===== src/hdl/pld_sqrt.sv =====
// Pipelined integer square root, one root bit per stage.
`default_nettype none
module pld_sqrt #(
  parameter int SW = 50,
  parameter int DW = 25
) (
  input  logic          clk,
  input  logic          rst_n,
  input  logic          en,
  input  logic          in_valid,
  input  logic [SW-1:0] in_rad,
  output logic          out_valid,
  output logic [DW-1:0] out_root
);

  localparam int TW = SW + 2;

  logic          v_r    [0:DW];
  logic [SW-1:0] rem_r  [0:DW];
  logic [DW-1:0] root_r [0:DW];

  // Input register
  always_ff @(posedge clk) begin
    if (!rst_n) begin
      v_r[0] <= 1'b0;
    end else if (en) begin
      v_r[0] <= in_valid;
    end
  end

  always_ff @(posedge clk) begin
    if (en) begin
      rem_r[0]  <= in_rad;
      root_r[0] <= '0;
    end
  end

  // One stage per root bit, most significant first
  for (genvar s = 0; s < DW; s++) begin : g_stage
    localparam int B = DW - 1 - s;
    logic [TW-1:0] trial;
    logic [TW-1:0] rem_ext;
    logic [TW-1:0] diff;
    logic          take;

    assign trial   = (TW'(root_r[s]) << (B + 1)) | (TW'(1) << (2 * B));
    assign rem_ext = TW'(rem_r[s]);
    assign take    = rem_ext >= trial;
    assign diff    = rem_ext - trial;

    always_ff @(posedge clk) begin
      if (!rst_n) begin
        v_r[s+1] <= 1'b0;
      end else if (en) begin
        v_r[s+1] <= v_r[s];
      end
    end

    always_ff @(posedge clk) begin
      if (en) begin
        rem_r[s+1]  <= take ? diff[SW-1:0] : rem_r[s];
        root_r[s+1] <= root_r[s] | (DW'(take) << B);
      end
    end
  end

  assign out_valid = v_r[DW];
  assign out_root  = root_r[DW];

endmodule
`default_nettype wire


===== config.mk =====
export PLATFORM = sky130hd
export DESIGN_NAME = pld_sqrt
export DESIGN_NICKNAME = d
export VERILOG_FILES = /design/src/hdl/pld_sqrt.sv
export SDC_FILE = /design/constraint.sdc
export NUM_CORES = 2
export LEC_CHECK = 0
export BUFFER_PORTS_ARGS = -buffer_cell sky130_fd_sc_hd__buf_2
export CAP_MARGIN = 20
export CORE_MARGIN = 1
export CORE_UTILIZATION = 59
export CTS_BUF_LIST = sky130_fd_sc_hd__clkbuf_4
export CTS_CLUSTER_DIAMETER = 40
export CTS_CLUSTER_SIZE = 24
export DETAILED_ROUTE_END_ITERATION = 8
export HOLD_SLACK_MARGIN = 0.03
export PLACE_DENSITY = 0.84
export SYNTH_ARGS = -nofsm -noshare
export SYNTH_HDL_FRONTEND = slang
export SYNTH_SLANG_ARGS = --single-unit

===== constraint.sdc =====
create_clock -name clk -period 3.1 [get_ports clk]
set_input_delay 0.31 -clock clk [delete_from_list [all_inputs] [get_ports clk]]
set_output_delay 0.31 -clock clk [all_outputs]
set_load 0.01 [all_outputs]

* After elaboration in Yosys (flattened, before gate mapping)
Memory sizes are Yosys's and may differ from the RTL's.
Cells that the tools add are included.
** Word-level totals
- Bits in registers :: 0
- Bits in writable memories :: 1976
- Input port bits :: 54
- Logic and storage cells :: 160
- Memories :: 3
** Memories
- rem_r :: depth 26, width 50, rd ports 25, clocked after memory_dff 0, wr ports 26, RTL line 19 : logic [SW-1:0] rem_r [0:DW];
- root_r :: depth 26, width 25, rd ports 26, clocked after memory_dff 0, wr ports 26, RTL line 20 : logic [DW-1:0] root_r [0:DW];
- v_r :: depth 26, width 1, rd ports 26, clocked after memory_dff 0, wr ports 26, RTL line 18 : logic v_r [0:DW];
** Cells by class
- Add/subtract/negate cells :: 25
- $lt $le $gt $ge :: 25
- Mux-type cells :: 56
- Bitwise gates (word level) :: 51
** Operators by type and width (number)
- 2-to-1 mux 50 bit :: 25
- greater-or-equal comparator 50 x 26 -> 1 bit :: 1
- greater-or-equal comparator 50 x 27 -> 1 bit :: 1
- greater-or-equal comparator 50 x 28 -> 1 bit :: 1
- greater-or-equal comparator 50 x 29 -> 1 bit :: 1
- greater-or-equal comparator 50 x 30 -> 1 bit :: 1
- greater-or-equal comparator 50 x 31 -> 1 bit :: 1
- greater-or-equal comparator 50 x 32 -> 1 bit :: 1
- greater-or-equal comparator 50 x 33 -> 1 bit :: 1
- greater-or-equal comparator 50 x 34 -> 1 bit :: 1
- greater-or-equal comparator 50 x 35 -> 1 bit :: 1
- greater-or-equal comparator 50 x 36 -> 1 bit :: 1
- greater-or-equal comparator 50 x 37 -> 1 bit :: 1
- greater-or-equal comparator 50 x 38 -> 1 bit :: 1
- greater-or-equal comparator 50 x 39 -> 1 bit :: 1
- greater-or-equal comparator 50 x 40 -> 1 bit :: 1
- greater-or-equal comparator 50 x 41 -> 1 bit :: 1
- greater-or-equal comparator 50 x 42 -> 1 bit :: 1
- greater-or-equal comparator 50 x 43 -> 1 bit :: 1
- greater-or-equal comparator 50 x 44 -> 1 bit :: 1
- greater-or-equal comparator 50 x 45 -> 1 bit :: 1
- greater-or-equal comparator 50 x 46 -> 1 bit :: 1
- greater-or-equal comparator 50 x 47 -> 1 bit :: 1
- greater-or-equal comparator 50 x 48 -> 1 bit :: 1
- 54 further kinds :: 109

* Longest topological paths before layout
- Word-level depth :: 4
- Depth in mapped cells :: 14
- Depth with buffers taken out :: 11

* Worst setup path before layout
OpenSTA, ideal clock, no wires.
- Path kind :: register to register
- From :: mem rem_r[19][30]
- To :: mem rem_r[20][49], data pin
- Setup time :: 258 ps
- Data arrival time :: 2808 ps
- Path slack :: 34 ps
- Cell stages (with the launch flop) :: 11
- Path buffers :: 1
- Cells stage by stage :: edfxtp_1 ha_1 clkbuf_1 nor2b_1 nand4_1 or4_1 nand3_1 nor2_1 a2111o_1 or3_1 xnor2_1
** RTL lines (RTL line)
- start: declaration :: 19

==> flow_summary.toml <==
[logic_synthesis]
ys_seq_area_share_pct = 63.6
synth_area_leader_cell = "edfxtp_1"
yosysMostFrequentCell = "edfxtp_1"
synthFlopType = "edfxtp_1"
avgSynthCellArea_um2 = 12.9
syn-instance-count = 5878
yosysWarnings = 0
synth_async_sr_flop_share_pct = 0
ys_top_cells_by_area = "edfxtp_1 64%, ha_1 5.7%, xnor2_1 3.1%"
syn_area_mm2 = 0.0755
synth_edf_count = 1600
ys_ff_latch = 1601
yosys-top-cells-count = "1600 x edfxtp_1, 417 x inv_1, 400 x nand2_1"
mappedNetlistNets = 6278
synth_top_area_share_pct = 63.6
synthDistinctLibCells = 99

[timing]
rsz0062_at_grt = "yes"
worstMarginPinSlew_ns = 1.01
hold_ws_ns = 0.150
max_slew_margin_pct = 32.5
slew_viol_final = 0
fin_crit_ns = 3.20
max_clock_freq_ghz = 0.313
finalCritPeriodShare_pct = 103
hold_viol_final = 0
setup_viol = 13
setup_slack_ns = -0.0975
fin_worst_skew_ns = 0.135

[power]
pwr-share-seq_pct = 52.2
p_per_area_mw_per_mm2 = 633
pwr-share-comb_pct = 23.3
ir_worst_vdd_v = 0.000946
p_clk_share_pct = 24.5
internal_power_mw = 38.0
p_sw_share_pct = 31.7
power.net_switching_mw = 17.7
power.leakage_nw = 33.2

[finish]
multi_input_area_mm2 = 0.0272
fin_area_mm2 = 0.0880
fin_nets = 7031
seq_area_mm2 = 0.0481
fill_cells = 7952
syn_to_final_growth_pct = 16.5
final_layout_size_suffix_gt1_share_pct = 18.3

[die]
die-height_um = 360
pin_count = 80
design.core.area_mm2 = 0.126
num_rows = 130
start_util_pct = 59.8
die_x_um = 360
die_area_mm2 = 0.129

[routing]
wire_per_inst_um = 21.6
route.vias.total = 51500
drtIter0Drc = 5324
firstDrtPassIters = 6
ant_nets = 0
avgViaCountPerCell = 6.09
drt-total-wl_um = 182000
drc = 0

[run]
drv_cap = 0

[clock_tree]
clk_path_buf_depth = 3
cts_tree = "built"
clkSinkCount = 1601
clk_latency_ns = 1.32
clk_pin_slew_ns = 0.15
clockRootBuffer = "clkbuf_4"
cts_buffers = 174
h-tree-depth = 4

[global_routing]
antenna_found_initial = 4
grt.total_usage_pct = 26.8
grt_pass1_wl_um = 271000
grt-ovfl-total = 0
grt_pass1_vias = 50300
grt_max_degree = 133

[hold_path]
hold_class = "in -> reg"

[outcome]
violations = "negative setup slack"
status = "finished with violations"

[placed_design]
gp_congestion = 0.965
pre_cts_slack_ns = -0.297
post-dp-hpwl_um = 124000
placed_cell_area_mm2 = 0.0810
numPortBuffers = 79

[setup_path]
crit_path_end_kind = "flop"
crit_required_ns = 4.08
critPathKind = "reg -> reg"
critPathLaunchType = "flop"
cp_max_fo = 6
arrival_ns = 4.17
cell usage in the layout (no fill, tap or decap), types with 29 or more instances in the layout:
cell	instances
ha_1	310
xor2_1	244
a21oi_1	280
nor4_1	160
o21ai_1	32
nand2_1	397
o21ai_0	301
a21o_1	98
xnor2_1	263
o21a_1	46
mux2_2	36
nor2b_1	52
edfxtp_1	1600
or3_1	52
nand3_1	87
buf_2	80
nand4_1	94
clkbuf_4	182
buf_12	33
nor2_1	300
and2_1	33
o211ai_1	30
buf_4	440
nor3_1	145
nor4_2	29
or4_1	46
dlygate4sd3_1	109
ha_4	30
inv_1	409
o31ai_1	38
and3_1	45
nand2b_1	78
timing repair:
item / 4_1_cts / 5_1_grt
setup endpoints to repair: 120 / 381
resized for setup: 60 / 288
buffers inserted: 8 / 73
hold endpoints to repair: 1675 / 0
gates cloned: 0 / 7
hold buffers: 109 / 0
pin swaps: 13 / 77
flip-flops by register name, indices dropped and copies added (netlist names):
register and count:
root_r 325, rem_r 1250, v_r 26
per-layer routing:
layer	part of all wire [%]	routed length [um]	track usage [%]	up-vias
li1	-	-	-	23800
met4	4.6	8370	11.0	2
met2	52	95400	49.1	2278
met1	37	66500	31.2	24800
met5	0.0071	13	0	-
met3	6.5	11800	3.91	566
worst max-delay path, cell delays in order (launching register included):
cell	delay (ns)
edfxtp_1	0.47
ha_4	0.32
nor2b_1	0.20
nand4_1	0.25
or4_4	0.51
nand3_4	0.09
nor2_4	0.04
a2111o_1	0.46
or3_1	0.36
xnor2_1	0.14
cells by family (layout without fill, tap and decap cells):
| logic type | count (synthesis) | after routing | synth area share [%] |
|---|---|---|---|
| buf+inv | 531 | 1436 | 2.71 |
| mux | 48 | 48 | 0.696 |
| xor+xnor | 508 | 508 | 5.89 |
| compound gates | 1082 | 1082 | 8.96 |
| flops | 1601 | 1601 | 63.6 |
| other cells | 0 | 12 | 0 |
| fa+ha+maj | 346 | 346 | 5.73 |
| simple gates | 1762 | 1762 | 12.4 |
power by group through the flow:
| stage | logic [mW] | clock network (mW) | registers [mW] |
|---|---|---|---|
| 2_1_floorplan | 7.71 | 0 | 28.7 |
| 3_3_place_gp | 11.3 | 0 | 29.3 |
| 3_5_place_dp | 11.7 | 0 | 29.4 |
| 4_1_cts | 12.0 | 13.7 | 29.0 |
| 5_1_grt | 14.2 | 14.7 | 29.3 |
| 6_report | 13.0 | 13.7 | 29.1 |
area by class of cell:
cell class	count	share of cell area [%]
clock buffer	182	1.55
clock inverter	146	2.09
timing repair buffer	683	6.55
antenna	12	0.0341
inverter	425	1.83
multi-input combinational	3746	31.0
sequential	1601	54.6
tap	1650	2.35
path summary, 6_finish.rpt:
check / start / to / slack (ns) / cells past startpoint
setup / recovery: rem_r[19][13] / rem_r[20][49] / -0.1 / 9
hold reg to reg: root_r[2][33] / root_r[2][58] / 0.42 / 0
setup reg to reg: rem_r[19][13] / rem_r[20][49] / -0.1 / 9
hold / removal: rst_n / v_r[0][1] / 0.15 / 3
metrics by stage:
step | utilization [%] | total power [mW] | TNS, ns | cells
after global placement | 64.1 | 40.7 | -2.14 | 7909
after detailed placement | 64.1 | 41.1 | -8.17 | 7909
final | 69.6 | 55.7 | -0.505 | 8445
after floorplan | - | 36.4 | 0 | 5878
after global routing | 69.6 | 58.1 | -6.93 | 8445
after CTS | 67.8 | 54.7 | -0.942 | 8354
Note: power is estimated with default switching activity, not from simulation.
