### src/hdl/pld_pkg.sv
// Shared constants and types for the point light distance attenuation block.
`default_nettype none
package pld_pkg;

  // Fixed point layout
  localparam int COORD_FRAC = 12;  // Q.12 coordinates and distance
  localparam int COEF_W     = 24;  // Q8.16 coefficients
  localparam int COEF_FRAC  = 16;
  localparam int LIMIT_W    = 16;
  localparam int FALLOFF_W  = 32;  // falloff clamps to Q16.16
  localparam int CFG_IDX_W  = 3;

  // Configuration register indexes
  typedef enum logic [CFG_IDX_W-1:0] {
    CFG_LIGHT_X     = 3'd0,
    CFG_LIGHT_Y     = 3'd1,
    CFG_LIGHT_Z     = 3'd2,
    CFG_CONST_COEF  = 3'd3,
    CFG_LIN_COEF    = 3'd4,
    CFG_QUAD_COEF   = 3'd5,
    CFG_NEAR_LIMIT  = 3'd6
  } cfg_idx_t;

  // Flags carried alongside the reciprocal divider
  typedef struct packed {
    logic cap;         // answer is exactly one
    logic degenerate;  // falloff below the near zero limit
  } pld_tag_t;

endpackage
`default_nettype wire

### src/hdl/pld_div.sv
// Pipelined restoring divider forming 2^(QW-1+16) / den, one quotient bit per stage.
`default_nettype none
module pld_div #(
  parameter int QW = 17
) (
  input  logic                          clk,
  input  logic                          rst_n,
  input  logic                          en,
  input  logic                          in_valid,
  input  logic [pld_pkg::FALLOFF_W-1:0] in_den,
  input  pld_pkg::pld_tag_t             in_tag,
  output logic                          out_valid,
  output logic [QW-1:0]                 out_quo,
  output pld_pkg::pld_tag_t             out_tag
);

  import pld_pkg::*;

  // Partial remainder once the leading dividend bits are consumed (den >= 2^16)
  localparam logic [FALLOFF_W-1:0] REM_INIT = FALLOFF_W'(1) << (COEF_FRAC - 1);

  logic                 v_r   [0:QW];
  logic [FALLOFF_W-1:0] den_r [0:QW];
  logic [FALLOFF_W-1:0] rem_r [0:QW];
  logic [QW-1:0]        quo_r [0:QW];
  pld_tag_t             tag_r [0:QW];

  // Input register
  always_ff @(posedge clk) begin
    if (!rst_n) begin
      v_r[0] <= 1'b0;
    end else if (en) begin
      v_r[0] <= in_valid;
    end
  end

  always_ff @(posedge clk) begin
    if (en) begin
      den_r[0] <= in_den;
      rem_r[0] <= REM_INIT;
      quo_r[0] <= '0;
      tag_r[0] <= in_tag;
    end
  end

  // Shift, compare and subtract per stage
  for (genvar k = 0; k < QW; k++) begin : g_stage
    localparam int B = QW - 1 - k;
    logic [FALLOFF_W:0] sh;
    logic [FALLOFF_W:0] diff;
    logic               take;

    assign sh   = {rem_r[k], 1'b0};
    assign take = sh >= {1'b0, den_r[k]};
    assign diff = sh - {1'b0, den_r[k]};

    always_ff @(posedge clk) begin
      if (!rst_n) begin
        v_r[k+1] <= 1'b0;
      end else if (en) begin
        v_r[k+1] <= v_r[k];
      end
    end

    always_ff @(posedge clk) begin
      if (en) begin
        den_r[k+1] <= den_r[k];
        rem_r[k+1] <= take ? diff[FALLOFF_W-1:0] : sh[FALLOFF_W-1:0];
        quo_r[k+1] <= quo_r[k] | (QW'(take) << B);
        tag_r[k+1] <= tag_r[k];
      end
    end
  end

  assign out_valid = v_r[QW];
  assign out_quo   = quo_r[QW];
  assign out_tag   = tag_r[QW];

endmodule
`default_nettype wire

### config.mk
export PLATFORM = sky130hd
export DESIGN_NAME = pld_div
export DESIGN_NICKNAME = d
export VERILOG_FILES = /design/src/hdl/pld_pkg.sv /design/src/hdl/pld_div.sv
export SDC_FILE = /design/constraint.sdc
export NUM_CORES = 2
export LEC_CHECK = 0
export BUFFER_PORTS_ARGS = -buffer_cell sky130_fd_sc_hd__buf_4
export CORE_AREA = 10 10 409 411
export CTS_CLUSTER_SIZE = 30
export DETAILED_ROUTE_END_ITERATION = 6
export DIE_AREA = 0 0 419 421
export SLEW_MARGIN = 5
export SYNTH_ARGS = -nofsm -noshare
export SYNTH_HDL_FRONTEND = slang
export SYNTH_SLANG_ARGS = --single-unit
### constraint.sdc
create_clock -name clk -period 4.6 [get_ports clk]
set_clock_uncertainty 0.1 [all_clocks]
set_input_delay 0.23 -clock clk [delete_from_list [all_inputs] [get_ports clk]]
set_output_delay 0.23 -clock clk [all_outputs]
set_load 0.02 [all_outputs]
Word level (Yosys, flattened, before mapping)
Memories as Yosys holds them, arrays and structs flattened.
Index checks and enable logic that the tools add are counted.
Widths: inputs -> output; s select.
Word-level totals
  output and inout bits: 20
  memories: 5
  flip-flop bits (word level): 0
  memory bits (writable): 1512
  word-level logic and storage cells: 114
  input bits: 38
Operators by class
  bitwise operators: 35
  multiplexer cells: 40
  magnitude comparators: 17
  $add $sub $neg: 17
Memory list
  den_r: words 18, bits a word 32, rd ports 17, clocked after memory_dff 0, write ports 18, RTL line pld_div.sv:23  | logic [FALLOFF_W-1:0] den_r [0:QW];
  rem_r: words 18, bits a word 32, rd ports 17, clocked after memory_dff 0, write ports 18, RTL line pld_div.sv:24  | logic [FALLOFF_W-1:0] rem_r [0:QW];
  quo_r: words 18, bits a word 17, rd ports 18, clocked after memory_dff 0, write ports 18, RTL line pld_div.sv:25  | logic [QW-1:0] quo_r [0:QW];
  tag_r: words 18, bits a word 2, rd ports 18, clocked after memory_dff 0, write ports 18, RTL line pld_div.sv:26  | pld_tag_t tag_r [0:QW];
  v_r: words 18, bits a word 1, rd ports 18, clocked after memory_dff 0, write ports 18, RTL line pld_div.sv:22  | logic v_r [0:QW];
Operators with widths (number)
  $ge 33x32->1: 17
  $mux 32: 17
  $sub 32x32->32: 17
  $mux 1: 23
  $or 1x1->1: 18
  $or 17x1->17: 1
  $or 17x10->17: 1
  $or 17x11->17: 1
  $or 17x12->17: 1
  $or 17x13->17: 1
  $or 17x14->17: 1
  $or 17x15->17: 1
  $or 17x16->17: 1
  $or 17x17->17: 1
  $or 17x2->17: 1
  $or 17x3->17: 1
  $or 17x4->17: 1
  $or 17x5->17: 1
  $or 17x6->17: 1
  $or 17x7->17: 1
  $or 17x8->17: 1
  $or 17x9->17: 1

Logic depth before layout (Yosys ltp)
  depth after elaboration: 4
  depth in mapped cells: 15
  gate-level depth less buffers: 12

Worst setup path after synthesis
Ideal clock, no wire load.
  kind: register -> register
  start: memory rem_r[8][9]
  end: memory rem_r[9][10], data pin
  stages on the path, launching flop included: 11
  arrival time: 2931 ps
  data required time: 4240 ps
  setup slack: 1308 ps
  buffers on the path: 1
  clock period less this slack: 3292 ps
  setup time: 260 ps
  cells stage by stage: edfxtp_1 > ha_1 > a21o_1 > a21o_1 > a221o_1 > o21ba_1 > o41ai_4 > o211ai_2 > a41o_1 > buf_6 > mux2_4
RTL lines (RTL line)
  start, declared: pld_div.sv:24

==> results.sh <==
export IMPL_status="finished, violations left"
export IMPL_violations="design-rule violations"
export IMPL_finalMaxSlewViolations=0
export IMPL_critPathTopFamily="compound AO/OA/AOI/OAI gates"
export IMPL_drc=1
export IMPL_total_leakage_power_nw=32.3
export IMPL_crit_chain="ha_1, nand4_1, a2111oi_1, buf_4, o21ai_0, nand3_1, a21oi_1, o21a_1, or3_1, a22oi_4, buf_4, mux2_2"
export IMPL_rsz0062_at_grt="no"
export IMPL_area_growth_pct=12.0
export IMPL_die_y_um=421
export IMPL_synthArstFlopShare_pct=0
export IMPL_timing_critical_path_mode_cell="buf_4"
export IMPL_worstHoldPathType="input port to flip-flop"
export IMPL_drt_pass1_iterations=7
export IMPL_syn_area_per_cell_um2=11.2
export IMPL_clkTransAtPathRegs_ns=0.06
export IMPL_wire_per_inst_um=18.4
export IMPL_row_count=147
export IMPL_synth_nets=6916
export IMPL_fin_setup_tns_ns=0
export IMPL_period_share_pct=94.7
export IMPL_critical_path_arrival_ns=4.75
export IMPL_cts_buffer_depth=3
export IMPL_path_class="flip-flop to flip-flop"
export IMPL_synth_area_leader_cell="edfxtp_1"
export IMPL_grt_pass1_vias=49377
export IMPL_peakVddDrop_uv=418
export IMPL_synthTopCellsByCount="1262 x edfxtp_1, 653 x inv_1, 549 x a21oi_1"
export IMPL_drive_gt1_share_pct=9.05
export IMPL_htreeDepth=4
export IMPL_io_buffers=57
export IMPL_critPathBufInv=2
export IMPL_max_freq_ghz=0.230
export IMPL_grt_max_degree=122
export IMPL_cp_max_fo=13
export IMPL_grt_use_total_pct=18.0
export IMPL_p_sw_w=0.0196
export IMPL_yosysWarnings=0
export IMPL_synth_area_leaders="edfxtp_1 53%, ha_1 9.0%, a21oi_1 3.9%, inv_1 3.5%, xnor2_1 3.3%"
export IMPL_startpoint_type="flip-flop"
export IMPL_slowest_stage="ha_1"
export IMPL_period_minus_slack_ns=4.35
export IMPL_chipWidth_um=419
export IMPL_setup_viol_count_final=0
export IMPL_syn_cell_area_um2=71000
export IMPL_cts_tree="done"
export IMPL_coreArea_um2=159000
export IMPL_end_kind="flip-flop"
export IMPL_switching_share_pct=36.7
export IMPL_worst_endpoint_required_ns=4.99
export IMPL_clock_latency_ns=0.78
export IMPL_critPathLaunch="rem_r[10][4]"
export IMPL_hold_viol_final=0
export IMPL_grt_pass1_wl_um=255000
export IMPL_fillerInstances=14038
export IMPL_p_per_area_nw_per_um2=670
export IMPL_max_slew_margin_rel_pct=22.7
export IMPL_ant_nets=0
export IMPL_clockRootBuffer="clkbuf_16"
export IMPL_fin_total_pwr_w=0.0533
export IMPL_min_path_cells=2
export IMPL_cp_depth=12
export IMPL_cts_setup_buffers=0
export IMPL_synthDominantCellAreaShare_pct=53.3
export IMPL_ys_ff_latch=1263
export IMPL_critPathMaxStageDelay_ns=0.43
export IMPL_ys_flop_type="edfxtp_1"
export IMPL_worstMarginPinSlew_ns=1.16
export IMPL_nets=7105
export IMPL_rr_worst_depth=12
export IMPL_cts_buffers=147
export IMPL_cts_sinks=1263
export IMPL_ys_seq_area_share_pct=53.4
export IMPL_grt_remaining_overflow=0
export IMPL_internal_power_w=0.0337
export IMPL_synth_edf_count=1262
export IMPL_wirelength_um=161000
export IMPL_start_util_pct=44.6
export IMPL_min_delay_start="in_den[21]"
export IMPL_initialDrtViolationCount=2837
export IMPL_io_pins=58
export IMPL_gp_congestion=0.944
export IMPL_cap_violations=0
export IMPL_p_seq_share_pct=33.8
export IMPL_hpwl_um=124000
export IMPL_via_count=47179
export IMPL_comb_power_share_pct=44.8
export IMPL_die_area_um2=176000
export IMPL_antenna_found_initial=3
export IMPL_yosys_cell_count_top_type="edfxtp_1"
export IMPL_worstReg2RegStart="rem_r[10][4]"
export IMPL_clock_power_share_pct=21.4
export IMPL_vias_per_cell=5.40
export IMPL_netlist_instances=6351
export IMPL_ys_types=101
-- metrics by stage --
step                      utilization [%]  setup slack (ns)  hold WS, ns  area, um2  std cells
final                                49.9             0.245       0.0755      79600       8738
after global placement               46.7             0.147        0.300      74400       8439
after floorplan                         -              1.31        0.229      71000       6351
after global routing                 49.9            0.0157       0.0305      79600       8736
after detailed placement             46.7             0.201        0.305      74400       8439
after CTS                            49.9             0.176      0.00528      79600       8736
-- flip-flops by register name, summed over array words and instances, names as in the netlist --
signal,cells
den_r,544
rem_r,512
quo_r,153
tag_r,36
v_r,18
-- logic make-up after synthesis --
family                   count (synthesis)  synth area share, %
AND/OR/NAND/NOR                       1472                 9.70
XOR/XNOR                               419                 5.17
AO/OA/AOI/OAI                         1672                 14.8
buffers and inverters                  807                 4.45
multiplexers                           191                 3.08
flip-flops                            1263                 53.4
adder cells (fa/ha/maj)                527                 9.44
-- worst register-to-register path, delay by kind of cell (launching register included) --
kind	cells	cell delay, ns
buffers and inverters	2	0.47
DFF	1	0.40
adders and majority gates	1	0.43
muxes	1	0.38
AOI/OAI and AO/OA	5	1.34
and+or+nand+nor	3	0.95
-- layout by cell type, fill, tap and decap left out, types with 58 or more instances in the layout --
| master | n |
|---|---|
| and3_1 | 58 |
| nand2b_1 | 63 |
| buf_4 | 136 |
| o21ai_0 | 396 |
| nor2b_1 | 62 |
| mux2_2 | 168 |
| nand4_1 | 85 |
| ha_1 | 512 |
| o21bai_1 | 76 |
| a21oi_1 | 549 |
| edfxtp_1 | 1262 |
| clkbuf_16 | 147 |
| nor2_1 | 455 |
| nand3_1 | 98 |
| a21o_1 | 221 |
| inv_1 | 653 |
| nor3_1 | 88 |
| o21a_1 | 63 |
| xor2_1 | 152 |
| nand2_1 | 420 |
| xnor2_1 | 267 |
-- metal layers --
| layer | global-route usage (%) | vias up | wire [um] |
|---|---|---|---|
| li1 | - | 23576 | - |
| met1 | 15.8 | 22204 | 53800 |
| met2 | 36.6 | 895 | 90900 |
| met3 | 2.50 | 504 | 4230 |
| met4 | 11.8 | 0 | 11700 |
| met5 | 0 | - | 0 |
-- final cells by class --
type | instances | area, um2 | area share (%)
Multi-Input combinational cell | 4281 | 30000 | 37.7
Antenna cell | 2 | 5.00 | 0.00629
Timing Repair Buffer | 193 | 1790 | 2.25
Inverter | 654 | 2450 | 3.08
Clock inverter | 83 | 962 | 1.21
Clock buffer | 176 | 3800 | 4.77
Sequential cell | 1263 | 37900 | 47.6
Tap cell | 2086 | 2610 | 3.28
-- worst paths after layout --
| check | endpoint | slack, ns |
|---|---|---|
| setup / recovery | rem_r[11][25] | 0.25 |
| hold / removal | den_r[0][21] | 0.08 |
| setup reg to reg | rem_r[11][25] | 0.25 |
| hold reg to reg | quo_r[13][15] | 0.31 |
-- power groups by stage --
stage / Sequential, W / Clock, W / Combinational, W
final: 0.0180 / 0.0114 / 0.0239
after global routing: 0.0183 / 0.0123 / 0.0265
after CTS: 0.0180 / 0.0118 / 0.0239
after detailed placement: 0.0182 / 0 / 0.0237
after global placement: 0.0182 / 0 / 0.0234
after floorplan: 0.0177 / 0 / 0.0180
-- timing repair --
action,4_1_cts,5_1_grt
endpoints found under the hold margin,141,0
hold buffers,38,0
setup endpoints to repair,0,19
resized for setup,0,1
(Power assumes the default switching activity.)
